<file path="config.mk">
export PLATFORM = sky130hd
export DESIGN_NAME = swsc_ctrl
export DESIGN_NICKNAME = d
export VERILOG_FILES = /design/src/hw/rtl/swsc_pkg.sv /design/src/hw/rtl/swsc_ctrl.sv
export SDC_FILE = /design/constraint.sdc
export NUM_CORES = 1
export LEC_CHECK = 0
export BUFFER_PORTS_ARGS = -buffer_cell sky130_fd_sc_hd__buf_4
export CAP_MARGIN = 25
export CORE_AREA = 2 2 39 41
export CTS_BUF_LIST = sky130_fd_sc_hd__clkbuf_4
export DETAILED_ROUTE_END_ITERATION = 6
export DIE_AREA = 0 0 41 43
export PLACE_DENSITY = 0.76
export SYNTH_ARGS = -nofsm -noshare
export SYNTH_HDL_FRONTEND = slang
export SYNTH_SLANG_ARGS = --single-unit
export TNS_END_PERCENT = 1
</file>
<file path="constraint.sdc">
create_clock -name i_clk -period 3.4 [get_ports i_clk]
set_input_delay 0.34 -clock i_clk [delete_from_list [all_inputs] [get_ports i_clk]]
set_output_delay 0.34 -clock i_clk [all_outputs]
set_load 0.03 [all_outputs]
</file>
<file path="src/hw/rtl/swsc_pkg.sv">
`timescale 1ns / 1ps
`default_nettype none
// ----------------------------------------------------------------------------
// swsc_pkg: shared types and codes of the sliding window sample cache
// Transaction payloads, command and status codes, register indexes and the
// command/status bundles between the controller and the datapath.
// ----------------------------------------------------------------------------
package swsc_pkg;

    // input transaction command codes
    typedef enum logic [1:0] {
        CMD_LOOKUP = 2'd0,
        CMD_FILL   = 2'd1,
        CMD_PAN    = 2'd2,
        CMD_CLEAR  = 2'd3
    } t_cmd_code;

    // result status codes
    localparam logic [1:0] ST_MISS    = 2'd0;
    localparam logic [1:0] ST_HIT     = 2'd1;
    localparam logic [1:0] ST_UNCACHE = 2'd2;
    localparam logic [1:0] ST_DONE    = 2'd3;

    // configuration register indexes
    localparam logic [1:0] REG_CACHE_ENABLE    = 2'd0;
    localparam logic [1:0] REG_PLOT_MODE       = 2'd1;
    localparam logic [1:0] REG_STEP_RECIPROCAL = 2'd2;
    localparam logic [1:0] REG_HIT_TOLERANCE   = 2'd3;

    // configuration reset values
    localparam logic [31:0] STEP_RECIP_RESET = 32'h0001_0000;
    localparam logic [14:0] HIT_TOL_RESET    = 15'd66;

    // what a pan or clear leaves to do on the valid bits
    typedef enum logic [1:0] {
        SWEEP_NONE,
        SWEEP_WALK,
        SWEEP_WIPE
    } t_sweep;

    typedef struct packed {
        logic [1:0]         command;
        logic signed [31:0] param_t;
        logic [31:0]        fill_x;
        logic [31:0]        fill_y;
    } t_in_item;

    typedef struct packed {
        logic [1:0]  status;
        logic [7:0]  slot;
        logic [31:0] value_x;
        logic [31:0] value_y;
    } t_out_item;

    // controller to datapath
    typedef struct packed {
        logic load;
        logic mul;
        logic rnd;
        logic eval;
        logic rd_a;
        logic rd_b;
        logic wr_a;
        logic wr_b;
        logic walk;
        logic wipe;
        logic out_load;
    } t_dp_cmd;

    // datapath to controller
    typedef struct packed {
        t_cmd_code op;
        logic      uncache;
        t_sweep    sweep;
        logic      plot_mode;
        logic      walk_done;
        logic      wipe_last;
        logic      out_free;
    } t_dp_status;

endpackage
`default_nettype wire

</file>
<file path="src/hw/rtl/swsc_ctrl.sv">
`timescale 1ns / 1ps
`default_nettype none
// ----------------------------------------------------------------------------
// swsc_ctrl: controller of the sliding window sample cache
// Sequences one transaction at a time through multiply, rounding, window
// check, memory access or valid-bit sweep, and the output register.
// ----------------------------------------------------------------------------
module swsc_ctrl (
    input  logic                  i_clk,
    input  logic                  i_rst_n,
    input  logic                  i_in_valid,
    input  swsc_pkg::t_dp_status  i_status,
    output swsc_pkg::t_dp_cmd     o_cmd,
    output logic                  o_in_ready
);
    import swsc_pkg::*;

    typedef enum logic [3:0] {
        S_INIT,
        S_IDLE,
        S_MUL,
        S_RND,
        S_EVAL,
        S_DISP,
        S_RDA,
        S_RDB,
        S_WRA,
        S_WRB,
        S_WALK,
        S_WIPE,
        S_RESP
    } t_state;

    t_state r_state;
    t_state n_state;

    // state register
    always_ff @(posedge i_clk) begin
        if (!i_rst_n) begin
            r_state <= S_INIT;
        end else begin
            r_state <= n_state;
        end
    end

    // next state and datapath commands
    always_comb begin
        n_state = r_state;
        o_cmd   = '0;
        unique case (r_state)
            S_INIT: begin
                o_cmd.wipe = 1'b1;
                if (i_status.wipe_last) begin
                    n_state = S_IDLE;
                end
            end
            S_IDLE: begin
                if (i_in_valid) begin
                    o_cmd.load = 1'b1;
                    n_state    = S_MUL;
                end
            end
            S_MUL: begin
                o_cmd.mul = 1'b1;
                n_state   = S_RND;
            end
            S_RND: begin
                o_cmd.rnd = 1'b1;
                n_state   = S_EVAL;
            end
            S_EVAL: begin
                o_cmd.eval = 1'b1;
                n_state    = S_DISP;
            end
            S_DISP: begin
                unique case (i_status.op)
                    CMD_LOOKUP: n_state = i_status.uncache ? S_RESP : S_RDA;
                    CMD_FILL: begin
                        priority if (i_status.uncache) begin
                            n_state = S_RESP;
                        end else if (i_status.plot_mode) begin
                            n_state = S_WRA;
                        end else begin
                            n_state = S_WRB;
                        end
                    end
                    CMD_PAN, CMD_CLEAR: begin
                        unique case (i_status.sweep)
                            SWEEP_WALK: n_state = S_WALK;
                            SWEEP_WIPE: n_state = S_WIPE;
                            default:    n_state = S_RESP;
                        endcase
                    end
                endcase
            end
            S_RDA: begin
                o_cmd.rd_a = 1'b1;
                n_state    = S_RDB;
            end
            S_RDB: begin
                o_cmd.rd_b = 1'b1;
                n_state    = S_RESP;
            end
            S_WRA: begin
                o_cmd.wr_a = 1'b1;
                n_state    = S_WRB;
            end
            S_WRB: begin
                o_cmd.wr_b = 1'b1;
                n_state    = S_RESP;
            end
            S_WALK: begin
                if (i_status.walk_done) begin
                    n_state = S_RESP;
                end else begin
                    o_cmd.walk = 1'b1;
                end
            end
            S_WIPE: begin
                o_cmd.wipe = 1'b1;
                if (i_status.wipe_last) begin
                    n_state = S_RESP;
                end
            end
            S_RESP: begin
                if (i_status.out_free) begin
                    o_cmd.out_load = 1'b1;
                    n_state        = S_IDLE;
                end
            end
            default: begin
                n_state = S_IDLE;
            end
        endcase
    end

    assign o_in_ready = (r_state == S_IDLE);

endmodule
`default_nettype wire

</file>
==> out/metrics.yaml, run 1 <==
syn_nets: 79
place.gp.congestion: 0.795
setup_viol: 0
synth_fa_ha_area_share_pct: 2.58
max_freq_ghz: 0.545
die_width_um: 41
cts_buffers: 3
cp-start-kind: "register"
cts_resized: 0
grt_pass1_wl_um: 1950
cp_num_buf_inv: 1
antenna_found_initial: 0
synth_area_leaders: "dfxtp_1, nor3_1, nand2b_1"
synthCells: 66
io_buffers: 23
design_area_um2: 664
htree_levels: 1
viasPerCell: 5.45
fin_tns_setup_ns: 0
final_util_pct: 48.0
ctsHoldBuffers: 0
synth.largest_area_cell: "dfxtp_1"
final.period_utilization_pct: 54.0
clockBufferDepth: 2
area_delta_synth_final_pct: 37.2
synth-xor-area-share_pct: 0
critPathMaxFanout: 13
syn_area_per_cell_um2: 7.34
boundaryPins: 24
regMostFlops: "r_state"
reg_top3: "r_state x4"
synth_mux_area_share_pct: 0
multiInputGateArea_um2: 350
nets: 102
drc_errors: 0
coreArea_um2: 1380
ant_nets: 0
p_per_area_nw_per_um2: 463
post_synth_and_or_nand_nor_area_fraction_pct: 37.7
layout-drive-gt1-share_pct: 34.5
post_cts_buffers: 0
max_cap_viol_count: 0
grt-ovfl-total: 0
outcome: "finished, final reports clean"
drv_slew: 0
ys_seq_area_share_pct: 16.5
cp-end-kind: "output pin"
mostFrequentLayoutCell: "buf_4"
drt-total-wl_um: 1220
crit_path_cell_trace: "nand2b_1 -> nor3_1 -> buf_4"
required_ns: 3.06
post-route-min-period_ns: 1.84
power_leakage_uw: 0.000299
synth_top_area_share_pct: 16.5
cp_slowest_cell: "dfxtp_1"
die_area_um2: 1760
fin_skew_ns: 0.00320
clkTransAtPathRegs_ns: 0.04
grt_pass1_vias: 492
tightest_slew_ns: 0.518
drt_iter0_markers: 10
ys_types: 32
ys_warn_count: 0
slowest_delay_ns: 0.58
irDropWorstVdd_mv: 0.209
worstSetupPathType: "reg -> out"
seq_area_um2: 80.1
die_h_um: 43
cts-root-buf: "clkbuf_4"
ff2ff_setup_slack_ns: 1.59
num_rows: 14
cts_sinks: 4
maxSlewHeadroom_pct: 65.4
arrival_ns: 1.50
rsz0062_at_grt: "no"
layout.filler_cells: 148
finalHoldViolations: 0
ys_ff_latch: 4
mostFrequentLayoutCells: "buf_4, nor3_1"
cts_tree: "built"
start_util_pct: 35.0
grt_max_degree: 19
synth_compound_area_share_pct: 32.0
wire_per_inst_um: 11.8
dpl-instance-area_um2: 642
track_usage_pct: 15.9
antenna_cells: 0
hp-class: "in -> reg"
synth_top_family_by_area: "simple AND/OR/NAND/NOR gates"
largest_register_ffs: 4
vias: 561
first_pass_iters: 4
dpl.hpwl_um: 960
netlist_area_um2: 484
clkLatencyLatePin_ns: 0.23
crit_family: "flip-flops"
[through the flow]
step           setup slack [ns]  total power (uW)  cells  hold WS, ns
3_5_place_dp               1.62               251    100        0.603
4_1_cts                    1.57               312    103        0.357
5_1_grt                    1.44               334    103        0.382
2_1_floorplan              1.30               210     66        0.448
6_report                   1.56               308    103        0.366
3_3_place_gp               1.64               251    100        0.606
[final timing paths]
| kind | start | endpoint | cells past startpoint |
|---|---|---|---|
| hold / removal | i_rst_n | r_state[2]$_SDFFE_PN0P_ | 3 |
| hold reg to reg | r_state[0]$_SDFFE_PN0P_ | r_state[0]$_SDFFE_PN0P_ | 2 |
| setup / recovery | r_state[1]$_SDFFE_PN0P_ | o_cmd[2] | 3 |
| setup reg to reg | r_state[0]$_SDFFE_PN0P_ | r_state[3]$_SDFFE_PN0P_ | 5 |
[cell type report]
| type | count | area share, % |
|---|---|---|
| Tap cell | 16 | 3.01 |
| Multi-Input combinational cell | 52 | 52.7 |
| Clock buffer | 3 | 3.39 |
| Sequential cell | 4 | 12.1 |
| Timing Repair Buffer | 23 | 26.0 |
| Inverter | 5 | 2.82 |
[layer usage]
layer  share of wire, %  vias to the layer above  GRT usage, %  routed length (um)
met1                 45                      252          18.1                 552
met4                  0                        0          8.00                   0
met2                 48                       20          25.9                 580
met5                  0                        -             0                   0
met3                6.9                        0          3.66                  84
li1                   -                      289             -                   -
[cells in the mapped netlist]
| cell type | number |
|---|---|
| nor2_2 | 1 |
| ha_1 | 1 |
| and2_1 | 1 |
| nor2b_1 | 1 |
| o21a_1 | 1 |
| nor2_1 | 5 |
| o21ai_1 | 1 |
| o22ai_4 | 1 |
| nand2b_1 | 5 |
| a21oi_1 | 3 |
| a211o_1 | 2 |
| buf_4 | 1 |
| and4_1 | 1 |
| a32oi_1 | 1 |
| o32a_1 | 1 |
| nand2_1 | 5 |
| a21oi_4 | 1 |
| o311ai_0 | 1 |
| and4b_4 | 1 |
| nand3_1 | 1 |
| o31ai_1 | 2 |
| o41ai_1 | 1 |
| buf_6 | 1 |
| buf_2 | 1 |
| nor4_1 | 3 |
| nor3_1 | 8 |
| clkbuf_4 | 1 |
| nor4b_1 | 1 |
| inv_1 | 5 |
| clkbuf_1 | 1 |
| dfxtp_1 | 4 |
| o21bai_1 | 3 |
[cells by family (layout without fill, tap and decap cells)]
group,after synthesis,after routing
flops,4,4
simple gates,33,33
fa+ha+maj,1,1
compound gates,18,18
buf+inv,10,31
[tightest hold or removal path, stage by stage]
cell,delay (ns)
buf_4,0.10
nand2_1,0.05
o31ai_1,0.07
[report_power, final]
part / leakage, uW / total [uW] / internal [uW] / switching, uW
Combinational: 0.000253 / 173 / 75.0 / 97.6
Clock: 0.0000138 / 57.0 / 39.4 / 17.7
Sequential: 0.0000326 / 78.1 / 54.6 / 23.5
Total: 0.000299 / 308 / 169 / 139
Power figures use the tool's default switching activity.
==> run 2, diff against run 1 <==
Settings changed: ABC_AREA from default to 1, PLACE_DENSITY 0.76 to 0.79.
Clock period 3.4 ns to 1.55 ns, I/O delays scaled along.
==> run 2 against run 1 <==
Sequential cell count stayed put. Non-clock buffer count unchanged. Sequential power up 130%. Clock power grew 120%. Setup slack lost 1.4 ns. First-iteration DRC count is 10% lower. Largest cell class unchanged.
==> out/metrics.yaml, run 2 <==
largest_register_ffs: 4  # unchanged
cts_sinks: 4  # unchanged
final.period_utilization_pct: 90.9
critPathMaxFanout: 6  # -7
outcome: "finished, final reports clean"
synthTopCellsByCount: "nand2_1, nor2_1, inv_1, nand3_1"
ys_ff_latch: 4  # unchanged
clkLatencyLatePin_ns: 0.23  # about the same
synth.largest_area_cell: "nand2_1"
wire_per_inst_um: 8.01  # -32%
crit_path_cell_trace: "nor2_1 -> inv_1 -> nor2_1 -> buf_4"
synthCells: 100  # +52%
mostFrequentLayoutCell: "nand2_1"
cp-start-kind: "register"
drc_errors: 0  # unchanged
ant_nets: 0  # unchanged
syn_area_per_cell_um2: 4.97  # -32%
cts_resized: 0  # unchanged
rsz0062_at_grt: "no"
num_rows: 14  # unchanged
finalHoldViolations: 0  # unchanged
grt_max_degree: 7  # -12
design_area_um2: 713  # +7.3%
drv_slew: 0  # unchanged
synth-edff-count: 0  # unchanged
dpl.hpwl_um: 1020  # +6.6%
fin_tns_setup_ns: 0  # unchanged
maxSlewHeadroom_pct: 82.6  # +17 points
vias: 630  # +12%
antenna_found_initial: 0  # unchanged
crit_family: "simple AND/OR/NAND/NOR gates"
max_cap_viol_count: 0  # unchanged
ys_types: 13  # -59%
grt_pass1_vias: 539  # +9.6%
nets: 141  # +38%
synth.most_common_cell: "nand2_1"
grt_pass1_wl_um: 1900  # -2.5%
arrival_ns: 1.25  # -0.25 ns
netlist_area_um2: 497  # +2.6%
tightest_slew_ns: 0.261  # -0.257 ns
first_pass_iters: 5  # +1
grt-ovfl-total: 0  # unchanged
power_leakage_uw: 0.000461  # +54%
boundaryPins: 24  # unchanged
hp-class: "in -> reg"
start_util_pct: 35.9  # +0.90 points
io_buffers: 23  # unchanged
max_freq_ghz: 0.709
required_ns: 1.39  # -1.67 ns
clockBufferDepth: 2  # unchanged
ys_warn_count: 0  # unchanged
layout-drive-gt1-share_pct: 29.4  # -5.1 points
synth_top_area_share_pct: 21.9  # +5.4 points
antenna_cells: 0  # unchanged
slowest_delay_ns: 0.35  # -0.23 ns
clkTransAtPathRegs_ns: 0.03  # about the same
setup_viol: 0  # unchanged
synthArstFlopShare_pct: 0  # unchanged
dpl-instance-area_um2: 689  # +7.4%
synthFlopType: "dfxtp_1"
cp-end-kind: "output pin"
cts-root-buf: "clkbuf_4"
synth_area_leaders: "nand2_1, nor2_1, dfxtp_1"
area_delta_synth_final_pct: 43.6
ys_seq_area_share_pct: 16.1  # -0.42 points
p_per_area_nw_per_um2: 1330  # +190%
cts_buffers: 3  # unchanged
drt_iter0_markers: 9  # -1
track_usage_pct: 15.6  # -0.32 points
die_width_um: 41  # unchanged
worstSetupPathType: "reg -> out"
reg_top3: "r_state x4"
mostFrequentLayoutCells: "nand2_1, buf_4, nor2_1, inv_1, nand3_1"
post_cts_buffers: 0  # unchanged
post-route-min-period_ns: 1.41
cp_num_buf_inv: 2  # +1
htree_levels: 1  # unchanged
die_h_um: 43  # unchanged
drt-total-wl_um: 1140  # -6.4%
syn_nets: 113  # +43%
irDropWorstVdd_mv: 0.376  # +80%
place.gp.congestion: 0.791  # -0.53%
coreArea_um2: 1380  # unchanged
ctsHoldBuffers: 0  # unchanged
regMostFlops: "r_state"
cp_slowest_cell: "dfxtp_1"
cpMostUsedCell: "nor2_1"
viasPerCell: 4.44  # -19%
fin_skew_ns: 0.00738  # +0.00418 ns
cts_tree: "built"
die_area_um2: 1760  # unchanged
==> run 2: cell types whose count changed after synthesis, moves of 3 or more <==
cell and change:
nor3_1 -7, nor4_1 -3, nor2_1 +17, nand2b_1 -5, nand3_1 +7, nand2_1 +24
o21bai_1 -3, nand2_2 +4, inv_1 +16
==> run 2: worst paths after layout <==
| kind | from | endpoint | slack [ns] | depth (start not counted) |
|---|---|---|---|---|
| worst max-delay path | r_state[0]$_SDFFE_PN0P_ | o_cmd[4] | 0.14 | 4 |
| worst min register to register | r_state[1]$_SDFFE_PN0P_ | r_state[1]$_SDFFE_PN0P_ | 0.52 | 2 |
| worst max register to register | r_state[0]$_SDFFE_PN0P_ | r_state[2]$_SDFFE_PN0P_ | 0.29 | 8 |
| worst min-delay path | i_rst_n | r_state[0]$_SDFFE_PN0P_ | 0.17 | 3 |
==> run 2: worst reg2reg max path, stage by stage (launching register included) <==
cell     delay (ns)
dfxtp_1        0.35
nor2_1         0.25
inv_1          0.14
nand2_1        0.08
nand2_1        0.05
nor2_1         0.09
nand2_1        0.06
nand2_1        0.06
a21oi_1        0.06
==> run 2: cell type report <==
class	instances	area [um2]
Clock buffer	3	22.5
Fill cell	156	671
Inverter	22	82.6
Multi-Input combinational cell	74	334
Sequential cell	4	81.3
Tap cell	16	20.0
Timing Repair Buffer	23	173
==> run 2: cells by family after synthesis <==
| kind of cell | count (synthesis) | synth area share [%] |
|---|---|---|
| AND/OR/NAND/NOR | 69 | 60.7 |
| buffers and inverters | 22 | 16.6 |
| AO/OA/AOI/OAI | 4 | 4.03 |
| flip-flops | 4 | 16.1 |
| adder cells (fa/ha/maj) | 1 | 2.52 |
==> run 2: power breakdown <==
part	internal (uW)	leakage (uW)	switching, uW	total (uW)
clock network	86.2	0.0000138	37.1	123
logic	227	0.000415	416	643
registers	135	0.0000331	46.1	181
==> run 2: stage by stage <==
step                      hold WS [ns]  cells  util, %  worst slack, ns  total power [uW]
after floorplan                  0.275    100        -            0.146               638
after global placement           0.392    139     49.8            0.274               826
after detailed placement         0.403    139     49.8            0.278               826
after CTS                        0.173    142     51.4            0.132               953
after global routing             0.175    142     51.5           0.0146              1060
final                            0.171    142     51.5            0.140               947
==> run 2: routing by layer <==
metal  global-route usage [%]  part of all wire [%]
met1                     18.3                    42
met2                     25.0                    51
met3                     4.71                   5.9
met4                     6.00                  0.70
met5                        0                     0
